## src/rtl/nnds_pkg.sv

```systemverilog
// Shared types, widths and codes for the nearest-neighbour downscaler.
package nnds_pkg;

   localparam int MAX_DIM_DEFAULT = 4096;

   localparam int CFG_W    = 13;
   localparam int COLOUR_W = 8;
   localparam int POS_W    = 12;
   localparam int SIZE_W   = 13;

   localparam logic [CFG_W-1:0] SRC_WIDTH_RESET  = 13'd1920;
   localparam logic [CFG_W-1:0] SRC_HEIGHT_RESET = 13'd1080;
   localparam logic [CFG_W-1:0] MAX_EDGE_RESET   = 13'd256;

   localparam logic [COLOUR_W-1:0] ALPHA_OPAQUE = 8'hFF;

   // register map
   localparam int CSR_IDX_W = 2;
   localparam logic [CSR_IDX_W-1:0] CSR_SRC_WIDTH  = 2'd0;
   localparam logic [CSR_IDX_W-1:0] CSR_SRC_HEIGHT = 2'd1;
   localparam logic [CSR_IDX_W-1:0] CSR_MAX_EDGE   = 2'd2;

   typedef struct packed {
      logic [COLOUR_W-1:0] pixel_blue;
      logic [COLOUR_W-1:0] pixel_green;
      logic [COLOUR_W-1:0] pixel_red;
   } req_payload_type;

   typedef struct packed {
      logic [COLOUR_W-1:0] out_blue;
      logic [COLOUR_W-1:0] out_green;
      logic [COLOUR_W-1:0] out_red;
      logic [COLOUR_W-1:0] out_alpha;
      logic [POS_W-1:0]    out_x;
      logic [POS_W-1:0]    out_y;
      logic [SIZE_W-1:0]   out_width;
      logic [SIZE_W-1:0]   out_height;
      logic                frame_last;
   } rsp_payload_type;

endpackage

```

## src/rtl/nnds_divider.sv

```systemverilog
// Restoring divider, one quotient bit per cycle.
module nnds_divider #(
   parameter int NUM_W = 28,
   parameter int DEN_W = 14
) (
   input  logic             clock,
   input  logic             reset,
   input  logic             start,
   input  logic [NUM_W-1:0] dividend,
   input  logic [DEN_W-1:0] divisor,
   output logic             done,
   output logic [NUM_W-1:0] quotient,
   output logic [DEN_W-1:0] remainder
);
   localparam int CNT_W = $clog2(NUM_W + 1);

   logic             active_ff, active_in;
   logic             done_ff, done_in;
   logic [CNT_W-1:0] cnt_ff, cnt_in;
   logic [NUM_W-1:0] quo_ff, quo_in;
   logic [DEN_W-1:0] rem_ff, rem_in;
   logic [DEN_W-1:0] div_ff, div_in;
   logic [DEN_W:0]   trial;
   logic             fits;

   assign trial = {rem_ff, quo_ff[NUM_W-1]};
   assign fits  = trial >= {1'b0, div_ff};

   always_comb begin
      active_in = active_ff;
      done_in   = 1'b0;
      cnt_in    = cnt_ff;
      quo_in    = quo_ff;
      rem_in    = rem_ff;
      div_in    = div_ff;
      if (start) begin
         active_in = 1'b1;
         cnt_in    = '0;
         quo_in    = dividend;
         rem_in    = '0;
         div_in    = divisor;
      end else if (active_ff) begin
         quo_in = {quo_ff[NUM_W-2:0], fits};
         rem_in = fits ? DEN_W'(trial - {1'b0, div_ff}) : DEN_W'(trial);
         cnt_in = cnt_ff + 1'b1;
         if (cnt_ff == CNT_W'(NUM_W - 1)) begin
            active_in = 1'b0;
            done_in   = 1'b1;
         end
      end
   end

   always_ff @(posedge clock) begin
      if (reset) begin
         active_ff <= 1'b0;
         done_ff   <= 1'b0;
         cnt_ff    <= '0;
      end else begin
         active_ff <= active_in;
         done_ff   <= done_in;
         cnt_ff    <= cnt_in;
      end
      quo_ff <= quo_in;
      rem_ff <= rem_in;
      div_ff <= div_in;
   end

   assign done      = done_ff;
   assign quotient  = quo_ff;
   assign remainder = rem_ff;

endmodule

```

## src/rtl/nnds_setup.sv

```systemverilog
// Configuration registers and thumbnail geometry sequencer.
module nnds_setup #(
   parameter int MAX_DIM = nnds_pkg::MAX_DIM_DEFAULT,
   localparam int DIM_W  = $clog2(MAX_DIM + 1),
   localparam int CNT_W  = $clog2(MAX_DIM),
   localparam int QW     = DIM_W + 1,
   localparam int RW     = DIM_W + 1
) (
   input  logic                              clock,
   input  logic                              reset,
   input  logic                              csr_valid,
   output logic                              csr_ready,
   input  logic [nnds_pkg::CSR_IDX_W-1:0]    csr_index,
   input  logic [nnds_pkg::CFG_W-1:0]        csr_data,
   output logic                              geo_ready,
   output logic [CNT_W-1:0]                  w_last,
   output logic [CNT_W-1:0]                  h_last,
   output logic [CNT_W-1:0]                  tw_last,
   output logic [CNT_W-1:0]                  th_last,
   output logic [DIM_W-1:0]                  thumb_w,
   output logic [DIM_W-1:0]                  thumb_h,
   output logic [DIM_W-1:0]                  q_step,
   output logic [RW-1:0]                     r_step,
   output logic [RW-1:0]                     two_m,
   output logic [QW-1:0]                     q_base,
   output logic [RW-1:0]                     r_base
);
   import nnds_pkg::*;

   localparam int NUM_W = 2 * DIM_W + 2;
   localparam int DEN_W = DIM_W + 1;

   localparam logic [2:0] ST_LOAD  = 3'd0;
   localparam logic [2:0] ST_MUL   = 3'd1;
   localparam logic [2:0] ST_ISSUE = 3'd2;
   localparam logic [2:0] ST_WAIT  = 3'd3;
   localparam logic [2:0] ST_INIT  = 3'd4;
   localparam logic [2:0] ST_RUN   = 3'd5;

   localparam logic [1:0] DIV_STEP   = 2'd0;  // L / M
   localparam logic [1:0] DIV_BASE   = 2'd1;  // L / 2M
   localparam logic [1:0] DIV_WIDTH  = 2'd2;  // (2WM + L) / 2L
   localparam logic [1:0] DIV_HEIGHT = 2'd3;  // (2HM + L) / 2L

   function automatic logic [DIM_W-1:0] clamp_dim(input logic [CFG_W-1:0] v);
      logic [DIM_W-1:0] res;
      if (v == '0) begin
         res = DIM_W'(1);
      end else if (v > MAX_DIM) begin
         res = DIM_W'(MAX_DIM);
      end else begin
         res = DIM_W'(v);
      end
      return res;
   endfunction

   logic [2:0]       state_ff, state_in;
   logic [1:0]       sel_ff, sel_in;
   logic [CFG_W-1:0] src_width_ff, src_width_in;
   logic [CFG_W-1:0] src_height_ff, src_height_in;
   logic [CFG_W-1:0] max_edge_ff, max_edge_in;

   logic [DIM_W-1:0] eff_w_ff, eff_h_ff, eff_l_ff, eff_m_ff;
   logic [DIM_W-1:0] cw, ch, cm, cl;
   logic [NUM_W-1:0] num_w_ff, num_h_ff;
   logic [DIM_W-1:0] q_step_ff, thumb_w_ff, thumb_h_ff;
   logic [RW-1:0]    r_step_ff, r_base_ff;
   logic [QW-1:0]    q_base_ff;

   logic             div_start, div_done;
   logic [NUM_W-1:0] div_num, div_quo;
   logic [DEN_W-1:0] div_den, div_rem;
   logic [DIM_W-1:0] size_quo;
   logic             cfg_write;

   assign csr_ready = state_ff == ST_RUN;
   assign geo_ready = state_ff == ST_RUN;

   assign cw = clamp_dim(src_width_ff);
   assign ch = clamp_dim(src_height_ff);
   assign cm = clamp_dim(max_edge_ff);
   assign cl = (cw > ch) ? cw : ch;

   always_comb begin
      cfg_write     = 1'b0;
      src_width_in  = src_width_ff;
      src_height_in = src_height_ff;
      max_edge_in   = max_edge_ff;
      if (csr_valid && csr_ready) begin
         case (csr_index)
            CSR_SRC_WIDTH: begin
               src_width_in = csr_data;
               cfg_write    = 1'b1;
            end
            CSR_SRC_HEIGHT: begin
               src_height_in = csr_data;
               cfg_write     = 1'b1;
            end
            CSR_MAX_EDGE: begin
               max_edge_in = csr_data;
               cfg_write   = 1'b1;
            end
            default: cfg_write = 1'b0;
         endcase
      end
   end

   always_comb begin
      case (sel_ff)
         DIV_STEP: begin
            div_num = NUM_W'(eff_l_ff);
            div_den = DEN_W'(eff_m_ff);
         end
         DIV_BASE: begin
            div_num = NUM_W'(eff_l_ff);
            div_den = {eff_m_ff, 1'b0};
         end
         DIV_WIDTH: begin
            div_num = num_w_ff;
            div_den = {eff_l_ff, 1'b0};
         end
         default: begin
            div_num = num_h_ff;
            div_den = {eff_l_ff, 1'b0};
         end
      endcase
   end

   assign div_start = state_ff == ST_ISSUE;
   // never zero: the size is at least one pixel
   assign size_quo  = (div_quo == '0) ? DIM_W'(1) : DIM_W'(div_quo);

   always_comb begin
      state_in = state_ff;
      sel_in   = sel_ff;
      case (state_ff)
         ST_LOAD:  state_in = ST_MUL;
         ST_MUL: begin
            state_in = ST_ISSUE;
            sel_in   = DIV_STEP;
         end
         ST_ISSUE: state_in = ST_WAIT;
         ST_WAIT: begin
            if (div_done) begin
               if (sel_ff == DIV_HEIGHT) begin
                  state_in = ST_INIT;
               end else begin
                  state_in = ST_ISSUE;
                  sel_in   = sel_ff + 2'd1;
               end
            end
         end
         ST_INIT:  state_in = ST_RUN;
         ST_RUN:   state_in = cfg_write ? ST_LOAD : ST_RUN;
         default:  state_in = ST_LOAD;
      endcase
   end

   always_ff @(posedge clock) begin
      if (reset) begin
         state_ff      <= ST_LOAD;
         sel_ff        <= DIV_STEP;
         src_width_ff  <= SRC_WIDTH_RESET;
         src_height_ff <= SRC_HEIGHT_RESET;
         max_edge_ff   <= MAX_EDGE_RESET;
      end else begin
         state_ff      <= state_in;
         sel_ff        <= sel_in;
         src_width_ff  <= src_width_in;
         src_height_ff <= src_height_in;
         max_edge_ff   <= max_edge_in;
      end
   end

   always_ff @(posedge clock) begin
      if (state_ff == ST_LOAD) begin
         eff_w_ff <= cw;
         eff_h_ff <= ch;
         eff_l_ff <= cl;
         eff_m_ff <= (cm > cl) ? cl : cm;
      end
      if (state_ff == ST_MUL) begin
         num_w_ff <= NUM_W'({eff_w_ff, 1'b0}) * NUM_W'(eff_m_ff) + NUM_W'(eff_l_ff);
         num_h_ff <= NUM_W'({eff_h_ff, 1'b0}) * NUM_W'(eff_m_ff) + NUM_W'(eff_l_ff);
      end
      if (state_ff == ST_WAIT && div_done) begin
         case (sel_ff)
            DIV_STEP: begin
               q_step_ff <= DIM_W'(div_quo);
               r_step_ff <= {div_rem[DIM_W-1:0], 1'b0};
            end
            DIV_BASE: begin
               q_base_ff <= QW'(div_quo);
               r_base_ff <= RW'(div_rem);
            end
            DIV_WIDTH: thumb_w_ff <= size_quo;
            default:   thumb_h_ff <= size_quo;
         endcase
      end
   end

   nnds_divider #(
      .NUM_W (NUM_W),
      .DEN_W (DEN_W)
   ) u_divider (
      .clock     (clock),
      .reset     (reset),
      .start     (div_start),
      .dividend  (div_num),
      .divisor   (div_den),
      .done      (div_done),
      .quotient  (div_quo),
      .remainder (div_rem)
   );

   assign w_last  = CNT_W'(eff_w_ff - DIM_W'(1));
   assign h_last  = CNT_W'(eff_h_ff - DIM_W'(1));
   assign tw_last = CNT_W'(thumb_w_ff - DIM_W'(1));
   assign th_last = CNT_W'(thumb_h_ff - DIM_W'(1));
   assign thumb_w = thumb_w_ff;
   assign thumb_h = thumb_h_ff;
   assign q_step  = q_step_ff;
   assign r_step  = r_step_ff;
   assign two_m   = {eff_m_ff, 1'b0};
   assign q_base  = q_base_ff;
   assign r_base  = r_base_ff;

endmodule

```

## src/rtl/nearest_neighbor_downscaler_unit.sv

```systemverilog
// Nearest-neighbour thumbnail downscaler, top level.
//
// Usage notes:
//  - req_* carries source BGR pixels in raster order; rsp_* carries the picked
//    thumbnail pixels (alpha fixed at 255) with their thumbnail x/y, the
//    thumbnail size and frame_last on the final thumbnail pixel.
//  - csr_* writes src_width (0), src_height (1) and max_edge (2). Any write to
//    those indexes recomputes the geometry and restarts the frame.
//  - A picked pixel appears on rsp_valid the cycle after its request is
//    accepted. Requests are taken one per cycle while req_stall is low;
//    pixels that are not picked produce no response.
//  - After reset and after every register write the geometry sequencer runs
//    four divisions on one shared bit-serial divider. req_stall and csr_ready
//    hold off traffic while it runs.
//  - When rsp_stall is high with a response waiting, req_stall is raised in
//    the same cycle; the single output register holds its response unchanged.
//  - Reset is synchronous; the registers return to 1920 x 1080, edge 256.
//  - After the last thumbnail pixel the rest of the frame is absorbed until
//    width*height source pixels have passed, then the next frame starts.
module nearest_neighbor_downscaler_unit #(
   parameter int MAX_DIM = nnds_pkg::MAX_DIM_DEFAULT
) (
   input  logic                           clock,
   input  logic                           reset,
   input  logic                           req_valid,
   output logic                           req_stall,
   input  nnds_pkg::req_payload_type      req_payload,
   output logic                           rsp_valid,
   input  logic                           rsp_stall,
   output nnds_pkg::rsp_payload_type      rsp_payload,
   input  logic                           csr_valid,
   output logic                           csr_ready,
   input  logic [nnds_pkg::CSR_IDX_W-1:0] csr_index,
   input  logic [nnds_pkg::CFG_W-1:0]     csr_data
);
   import nnds_pkg::*;

   localparam int DIM_W = $clog2(MAX_DIM + 1);
   localparam int CNT_W = $clog2(MAX_DIM);
   localparam int QW    = DIM_W + 1;
   localparam int RW    = DIM_W + 1;

   // geometry from the sequencer
   logic             geo_ready;
   logic [CNT_W-1:0] w_last, h_last, tw_last, th_last;
   logic [DIM_W-1:0] thumb_w, thumb_h, q_step;
   logic [RW-1:0]    r_step, two_m, r_base;
   logic [QW-1:0]    q_base;

   nnds_setup #(
      .MAX_DIM (MAX_DIM)
   ) u_setup (
      .clock     (clock),
      .reset     (reset),
      .csr_valid (csr_valid),
      .csr_ready (csr_ready),
      .csr_index (csr_index),
      .csr_data  (csr_data),
      .geo_ready (geo_ready),
      .w_last    (w_last),
      .h_last    (h_last),
      .tw_last   (tw_last),
      .th_last   (th_last),
      .thumb_w   (thumb_w),
      .thumb_h   (thumb_h),
      .q_step    (q_step),
      .r_step    (r_step),
      .two_m     (two_m),
      .q_base    (q_base),
      .r_base    (r_base)
   );

   // frame walk state
   logic [CNT_W-1:0] src_col_ff, src_col_in, src_row_ff, src_row_in;
   logic [CNT_W-1:0] thumb_col_ff, thumb_col_in, thumb_row_ff, thumb_row_in;
   logic [CNT_W-1:0] pick_col_ff, pick_col_in, pick_row_ff, pick_row_in;
   // pick = floor(num / 2M) kept as quotient and remainder
   logic [QW-1:0]    col_q_ff, col_q_in, row_q_ff, row_q_in;
   logic [RW-1:0]    col_r_ff, col_r_in, row_r_ff, row_r_in;
   logic             done_ff, done_in;

   logic             rsp_valid_ff, rsp_valid_in;
   rsp_payload_type  rsp_data_ff, rsp_data_in;

   logic             req_fire, hit, last, frame_end;
   logic [CNT_W-1:0] pick_col_base, pick_row_base;

   // next-pick advance: num += 2L
   logic [RW:0]      col_rs, row_rs;
   logic             col_c, row_c;
   logic [RW-1:0]    col_r_adv, row_r_adv;
   logic [QW-1:0]    col_q_adv, row_q_adv;
   logic [CNT_W-1:0] col_pick_adv, row_pick_adv;

   assign req_stall = !geo_ready || (rsp_valid_ff && rsp_stall);
   assign req_fire  = req_valid && !req_stall;

   assign pick_col_base = (q_base > QW'(w_last)) ? w_last : CNT_W'(q_base);
   assign pick_row_base = (q_base > QW'(h_last)) ? h_last : CNT_W'(q_base);

   always_comb begin
      col_rs       = {1'b0, col_r_ff} + {1'b0, r_step};
      col_c        = col_rs >= {1'b0, two_m};
      col_r_adv    = col_c ? RW'(col_rs - {1'b0, two_m}) : RW'(col_rs);
      col_q_adv    = QW'({1'b0, col_q_ff} + (QW+1)'(q_step) + (QW+1)'(col_c));
      col_pick_adv = (col_q_adv > QW'(w_last)) ? w_last : CNT_W'(col_q_adv);

      row_rs       = {1'b0, row_r_ff} + {1'b0, r_step};
      row_c        = row_rs >= {1'b0, two_m};
      row_r_adv    = row_c ? RW'(row_rs - {1'b0, two_m}) : RW'(row_rs);
      row_q_adv    = QW'({1'b0, row_q_ff} + (QW+1)'(q_step) + (QW+1)'(row_c));
      row_pick_adv = (row_q_adv > QW'(h_last)) ? h_last : CNT_W'(row_q_adv);
   end

   assign hit       = !done_ff && (src_row_ff == pick_row_ff) && (src_col_ff == pick_col_ff);
   assign last      = (thumb_col_ff == tw_last) && (thumb_row_ff == th_last);
   assign frame_end = (src_col_ff == w_last) && (src_row_ff == h_last);

   always_comb begin
      src_col_in   = src_col_ff;
      src_row_in   = src_row_ff;
      thumb_col_in = thumb_col_ff;
      thumb_row_in = thumb_row_ff;
      pick_col_in  = pick_col_ff;
      pick_row_in  = pick_row_ff;
      col_q_in     = col_q_ff;
      col_r_in     = col_r_ff;
      row_q_in     = row_q_ff;
      row_r_in     = row_r_ff;
      done_in      = done_ff;

      if (!geo_ready || (req_fire && frame_end)) begin
         // start of frame
         src_col_in   = '0;
         src_row_in   = '0;
         thumb_col_in = '0;
         thumb_row_in = '0;
         pick_col_in  = pick_col_base;
         pick_row_in  = pick_row_base;
         col_q_in     = q_base;
         col_r_in     = r_base;
         row_q_in     = q_base;
         row_r_in     = r_base;
         done_in      = 1'b0;
      end else if (req_fire) begin
         if (hit) begin
            if (last) begin
               done_in = 1'b1;
            end else if (thumb_col_ff == tw_last) begin
               thumb_col_in = '0;
               thumb_row_in = thumb_row_ff + 1'b1;
               row_q_in     = row_q_adv;
               row_r_in     = row_r_adv;
               pick_row_in  = row_pick_adv;
               col_q_in     = q_base;
               col_r_in     = r_base;
               pick_col_in  = pick_col_base;
            end else begin
               thumb_col_in = thumb_col_ff + 1'b1;
               col_q_in     = col_q_adv;
               col_r_in     = col_r_adv;
               pick_col_in  = col_pick_adv;
            end
         end
         if (src_col_ff == w_last) begin
            src_col_in = '0;
            src_row_in = src_row_ff + 1'b1;
         end else begin
            src_col_in = src_col_ff + 1'b1;
         end
      end
   end

   // output register
   always_comb begin
      rsp_valid_in = rsp_valid_ff;
      rsp_data_in  = rsp_data_ff;
      if (req_fire && hit) begin
         rsp_valid_in           = 1'b1;
         rsp_data_in.out_blue   = req_payload.pixel_blue;
         rsp_data_in.out_green  = req_payload.pixel_green;
         rsp_data_in.out_red    = req_payload.pixel_red;
         rsp_data_in.out_alpha  = ALPHA_OPAQUE;
         rsp_data_in.out_x      = POS_W'(thumb_col_ff);
         rsp_data_in.out_y      = POS_W'(thumb_row_ff);
         rsp_data_in.out_width  = SIZE_W'(thumb_w);
         rsp_data_in.out_height = SIZE_W'(thumb_h);
         rsp_data_in.frame_last = last;
      end else if (!rsp_stall) begin
         rsp_valid_in = 1'b0;
      end
   end

   always_ff @(posedge clock) begin
      if (reset) begin
         src_col_ff   <= '0;
         src_row_ff   <= '0;
         thumb_col_ff <= '0;
         thumb_row_ff <= '0;
         pick_col_ff  <= '0;
         pick_row_ff  <= '0;
         col_q_ff     <= '0;
         col_r_ff     <= '0;
         row_q_ff     <= '0;
         row_r_ff     <= '0;
         done_ff      <= 1'b0;
         rsp_valid_ff <= 1'b0;
      end else begin
         src_col_ff   <= src_col_in;
         src_row_ff   <= src_row_in;
         thumb_col_ff <= thumb_col_in;
         thumb_row_ff <= thumb_row_in;
         pick_col_ff  <= pick_col_in;
         pick_row_ff  <= pick_row_in;
         col_q_ff     <= col_q_in;
         col_r_ff     <= col_r_in;
         row_q_ff     <= row_q_in;
         row_r_ff     <= row_r_in;
         done_ff      <= done_in;
         rsp_valid_ff <= rsp_valid_in;
      end
      rsp_data_ff <= rsp_data_in;
   end

   assign rsp_valid   = rsp_valid_ff;
   assign rsp_payload = rsp_data_ff;

   // no requests while the geometry is being worked out
   a_setup_blocks: assert property (@(posedge clock) disable iff (reset)
      !geo_ready |-> req_stall)
      else $error("request accepted during geometry setup");

   // a waiting, stalled response must hold off new requests
   a_no_overrun: assert property (@(posedge clock) disable iff (reset)
      (rsp_valid_ff && rsp_stall) |-> !req_fire)
      else $error("request accepted over a stalled response");

   // source position stays inside the frame
   a_src_bounds: assert property (@(posedge clock) disable iff (reset)
      geo_ready |-> (src_col_ff <= w_last) && (src_row_ff <= h_last))
      else $error("source position outside frame");

   // thumbnail position stays inside the thumbnail
   a_thumb_bounds: assert property (@(posedge clock) disable iff (reset)
      geo_ready |-> (thumb_col_ff <= tw_last) && (thumb_row_ff <= th_last))
      else $error("thumbnail position outside thumbnail");

   // the final pixel closes the frame unless the source frame also ends
   a_last_closes: assert property (@(posedge clock) disable iff (reset)
      (req_fire && hit && last && !frame_end) |=> done_ff)
      else $error("frame not closed after final thumbnail pixel");

endmodule
```

## config.mk

```make
export PLATFORM = sky130hd
export DESIGN_NAME = nearest_neighbor_downscaler_unit
export DESIGN_NICKNAME = d
export VERILOG_FILES = /design/src/rtl/nnds_pkg.sv /design/src/rtl/nnds_divider.sv /design/src/rtl/nnds_setup.sv /design/src/rtl/nearest_neighbor_downscaler_unit.sv
export SDC_FILE = /design/constraint.sdc
export NUM_CORES = 2
export LEC_CHECK = 0
export BUFFER_PORTS_ARGS = -buffer_cell sky130_fd_sc_hd__buf_2
export CORE_ASPECT_RATIO = 0.6
export CORE_UTILIZATION = 55
export CTS_CLUSTER_DIAMETER = 200
export DETAILED_ROUTE_END_ITERATION = 6
export PLACE_DENSITY = 0.74
export SLEW_MARGIN = 30
export SYNTH_ARGS = -nofsm -noshare
export SYNTH_HDL_FRONTEND = slang
export SYNTH_SLANG_ARGS = --single-unit
```

## constraint.sdc

```tcl
create_clock -name clock -period 8 [get_ports clock]
set_input_delay 1.6 -clock clock [delete_from_list [all_inputs] [get_ports clock]]
set_output_delay 1.6 -clock clock [all_outputs]
set_load 0.05 [all_outputs]
```

==> results.md <==
* Status: complete, no violations
* Yosys Warn Count at 0
* Peak supply drop at 0.370 mV
* Routed wl met2 at 43900 um
* FF-to-FF End: pick_row_ff[11]
* I/O pins at 130
* Worst setup SP type: register
* Final setup viols at 0
* #FFs+latches synth at 499
* Dpl hpwl at 92700 um
* Worst EP required at 8.51 ns
* Hold Fails Final Rpt at 0
* Minimum clock period after layout at 7.54 ns
* Relative slew slack at 25.1%
* Post-synth EDFFs at 304
* Num rows at 76
* Register area share after synthesis at 32.1%
* Asr flop ratio synth at 0%
* Post-CTS setup buffer count at 0
* Crit-path max cell delay at 0.50 ns
* Fmax at 133 MHz
* Area growth, synth to finish at 7.79%
* Gr ovfl total at 0
* R2R setup slack at 0.46 ns
* Root Driver: clkbuf_16
* Total die area at 74900 um2
* Hold_sp: u_setup.thumb_w[12]
* CTS tree: built
* Wirelength per Cell at 22.6 um
* Worst Hold Path Cells at 0
* Slew @ Worst Pin at 1.12 ns
* Post-Syn Area at 40600 um2
* Final nets at 4986
* Layout cells sized above 1 at 7.69%
* Vias in the first global route at 30700
* Leak at 18.6 nW
* Most common cell on crit path: a21oi_1
* CTS sink cnt at 499
* Die W at 353 um
* Int Pwr at 0.00787 W
* Post-synth cell types at 93
* Clock group share of total power at 17.7%
* Critical path class: register to register
* RSZ-0062 raised after global routing: no
* WHS at 0.434 ns
* WL final at 121000 um
* Setup TNS at 0 ns
* Net Switching at 0.00600 W
* Routed wl met3 at 18900 um
* Global-route wire length before repair at 183000 um
* Routed Antenna Nets at 0
* Highest Signal Layer: met5
* Logic pwr share at 57.3%
* DR iter-0 viols at 3606
* Slowest-stage cell, CP: a2111oi_1
* R2R cell count at 29
* Critical R2R Launch: u_setup.r_step[2]
* Power density over cell area at 317 nW/um2
* Sw frac at 43.2%
* CP arrival at 8.05 ns
* Clock transition at the registers of the reported paths at 0.07 ns
* Die height at 212 um
* Period utilization at 94.3%
* Hold path endpoint: rsp_payload[26]
* Via count at 32800
* Core Box Area at 72400 um2
* Post-synth top flop: edfxtp_1
* CTS H-tree depth at 2
* Overall Global Routing Usage at 32.0%
* Initial core utilization at 56.1%
* Critical path peak fanout at 12
* Max-slew violations at 0
* HP Class: register to register
* Antenna violations before repair at 2
* CTS buffer count at 49
* Clock Latency Late Sink at 0.62 ns
* CP Capture Type: register
* Largest net degree at the start of global routing at 87
* Ant diodes at 0
* Vias per cell at 6.11
* Met1 Wirelength at 56000 um
* # port buffers at 121
* Maxcap violations at 0
* Critical Path Source: u_setup.r_step[2]
* Clk_skew at 0.0214 ns
* Mapped Cells at 4328
* Seq pwr share at 25.1%
* GPL Wtd Cong at 0.982
* Post-route DRC at 0
* Synth Area per Inst at 9.37 um2
* CTS max path bufs at 3
* Pre-Repair DR Iteration Count at 6
==> cells by family (layout without fill, tap and decap cells) <==
logic type,Yosys count,after routing,synth area share [%]
DFF,499,499,32.1
AOI/OAI and AO/OA,775,775,12.7
muxes,103,103,2.60
and+or+nand+nor,1418,1418,16.9
xor gates and xnor gates,268,268,6.15
adders and majority gates,597,597,23.1
buffers and inverters,667,717,6.48
other,1,8,0.00924
==> metal layers <==
layer / GRT usage (%) / vias up
li1: - / 15000
met3: 14.5 / 147
met2: 40.1 / 1783
met1: 49.3 / 15800
met5: 0 / -
met4: 5.58 / 8
==> repair_timing <==
action | CTS | global route
endpoints found under the setup margin | 0 | 15
resized for setup | 0 | 5
hold buffers | 0 | 0
==> power by group through the flow <==
stage               logic, W  clock network, W  registers (W)
global route         0.00885           0.00255        0.00349
finish               0.00794           0.00245        0.00348
CTS                  0.00783           0.00246        0.00347
floorplan            0.00594                 0        0.00339
detailed placement   0.00770                 0        0.00351
global placement     0.00759                 0        0.00352
==> layout by cell type, fill, tap and decap left out, types with 51 or more instances in the layout <==
master,netlist,layout
a21oi_1,232,232
clkbuf_16,0,51
nand4_1,55,55
xnor2_1,161,161
buf_4,14,60
and2_1,105,103
nand2_1,518,517
buf_2,17,120
edfxtp_1,304,304
ha_1,344,344
inv_1,441,440
dfxtp_1,195,195
nor3_1,75,72
nor2_1,294,291
o21ai_0,140,138
xor2_1,96,96
nor2b_1,52,51
nand3_1,91,91
fa_1,253,252
mux2i_1,85,85
==> synthesized netlist by cell type, types with 25 or more instances <==
cell | instances | share of area (%)
a211oi_1 | 29 | 0.54
a21o_1 | 49 | 0.91
a21oi_1 | 232 | 2.9
a22oi_1 | 26 | 0.48
and2_1 | 105 | 1.6
and3_1 | 27 | 0.42
clkbuf_1 | 165 | 1.5
dfxtp_1 | 195 | 9.6
edfxtp_1 | 304 | 23
fa_1 | 253 | 12
ha_1 | 344 | 11
inv_1 | 441 | 4.1
mux2i_1 | 85 | 2.1
nand2_1 | 518 | 4.8
nand2b_1 | 37 | 0.57
nand3_1 | 91 | 1.1
nand4_1 | 55 | 0.85
nor2_1 | 294 | 2.7
nor2b_1 | 52 | 0.80
nor3_1 | 75 | 0.93
nor4_1 | 41 | 0.63
o211ai_1 | 26 | 0.48
o21a_1 | 44 | 0.81
o21ai_0 | 140 | 1.7
o221ai_1 | 25 | 0.54
or3_1 | 39 | 0.60
xnor2_1 | 161 | 3.5
xor2_1 | 96 | 2.1
==> cell type report <==
cell class / instances / area [um2]
Timing Repair Buffer: 184 / 1120
Tap cell: 975 / 1220
Multi-Input combinational cell: 3169 / 25000
Clock inverter: 30 / 310
Inverter: 442 / 1660
Sequential cell: 499 / 13000
Fill cell: 6162 / 28600
Clock buffer: 61 / 1330
==> registers in the layout (all words and copies together) (netlist names), 27 cells and up <==
| register | flops |
|---|---|
| u_setup.num_w_ff | 27 |
| u_setup.num_h_ff | 28 |
| rsp_payload | 75 |
| u_setup.u_divider.quotient | 28 |
==> how the worst max path moves through the flow <==
stage	endpoint	slack (ns)	cells past startpoint
2_1_floorplan	pick_row_ff[10]	0.69	33
3_3_place_gp	pick_col_ff[5]	0.62	36
3_5_place_dp	pick_col_ff[9]	0.48	36
4_1_cts	pick_col_ff[9]	0.40	36
5_1_grt	pick_col_ff[9]	0.0008	36
6_report	pick_row_ff[11]	0.46	29
==> critical path, delay by kind of cell (launching register included) <==
| kind | cells | cell delay (ns) |
|---|---|---|
| compound gates | 18 | 4.50 |
| fa+ha+maj | 4 | 1.43 |
| mux | 1 | 0.18 |
| flops | 1 | 0.44 |
| simple gates | 5 | 0.62 |
| buf+inv | 1 | 0.24 |
==> stage by stage <==
stage	power, W	instance area [um2]	cells	setup slack [ns]	util [%]
final	0.0139	43700	5360	0.457	60.4
after global routing	0.0149	43700	5360	0.000818	60.4
after CTS	0.0138	43700	5359	0.399	60.3
after detailed placement	0.0112	42000	5268	0.480	58.0
after global placement	0.0111	42000	5267	0.615	58.0
after floorplan	0.00933	40600	4335	0.689	-
Note: power is estimated with default switching activity, not from simulation.
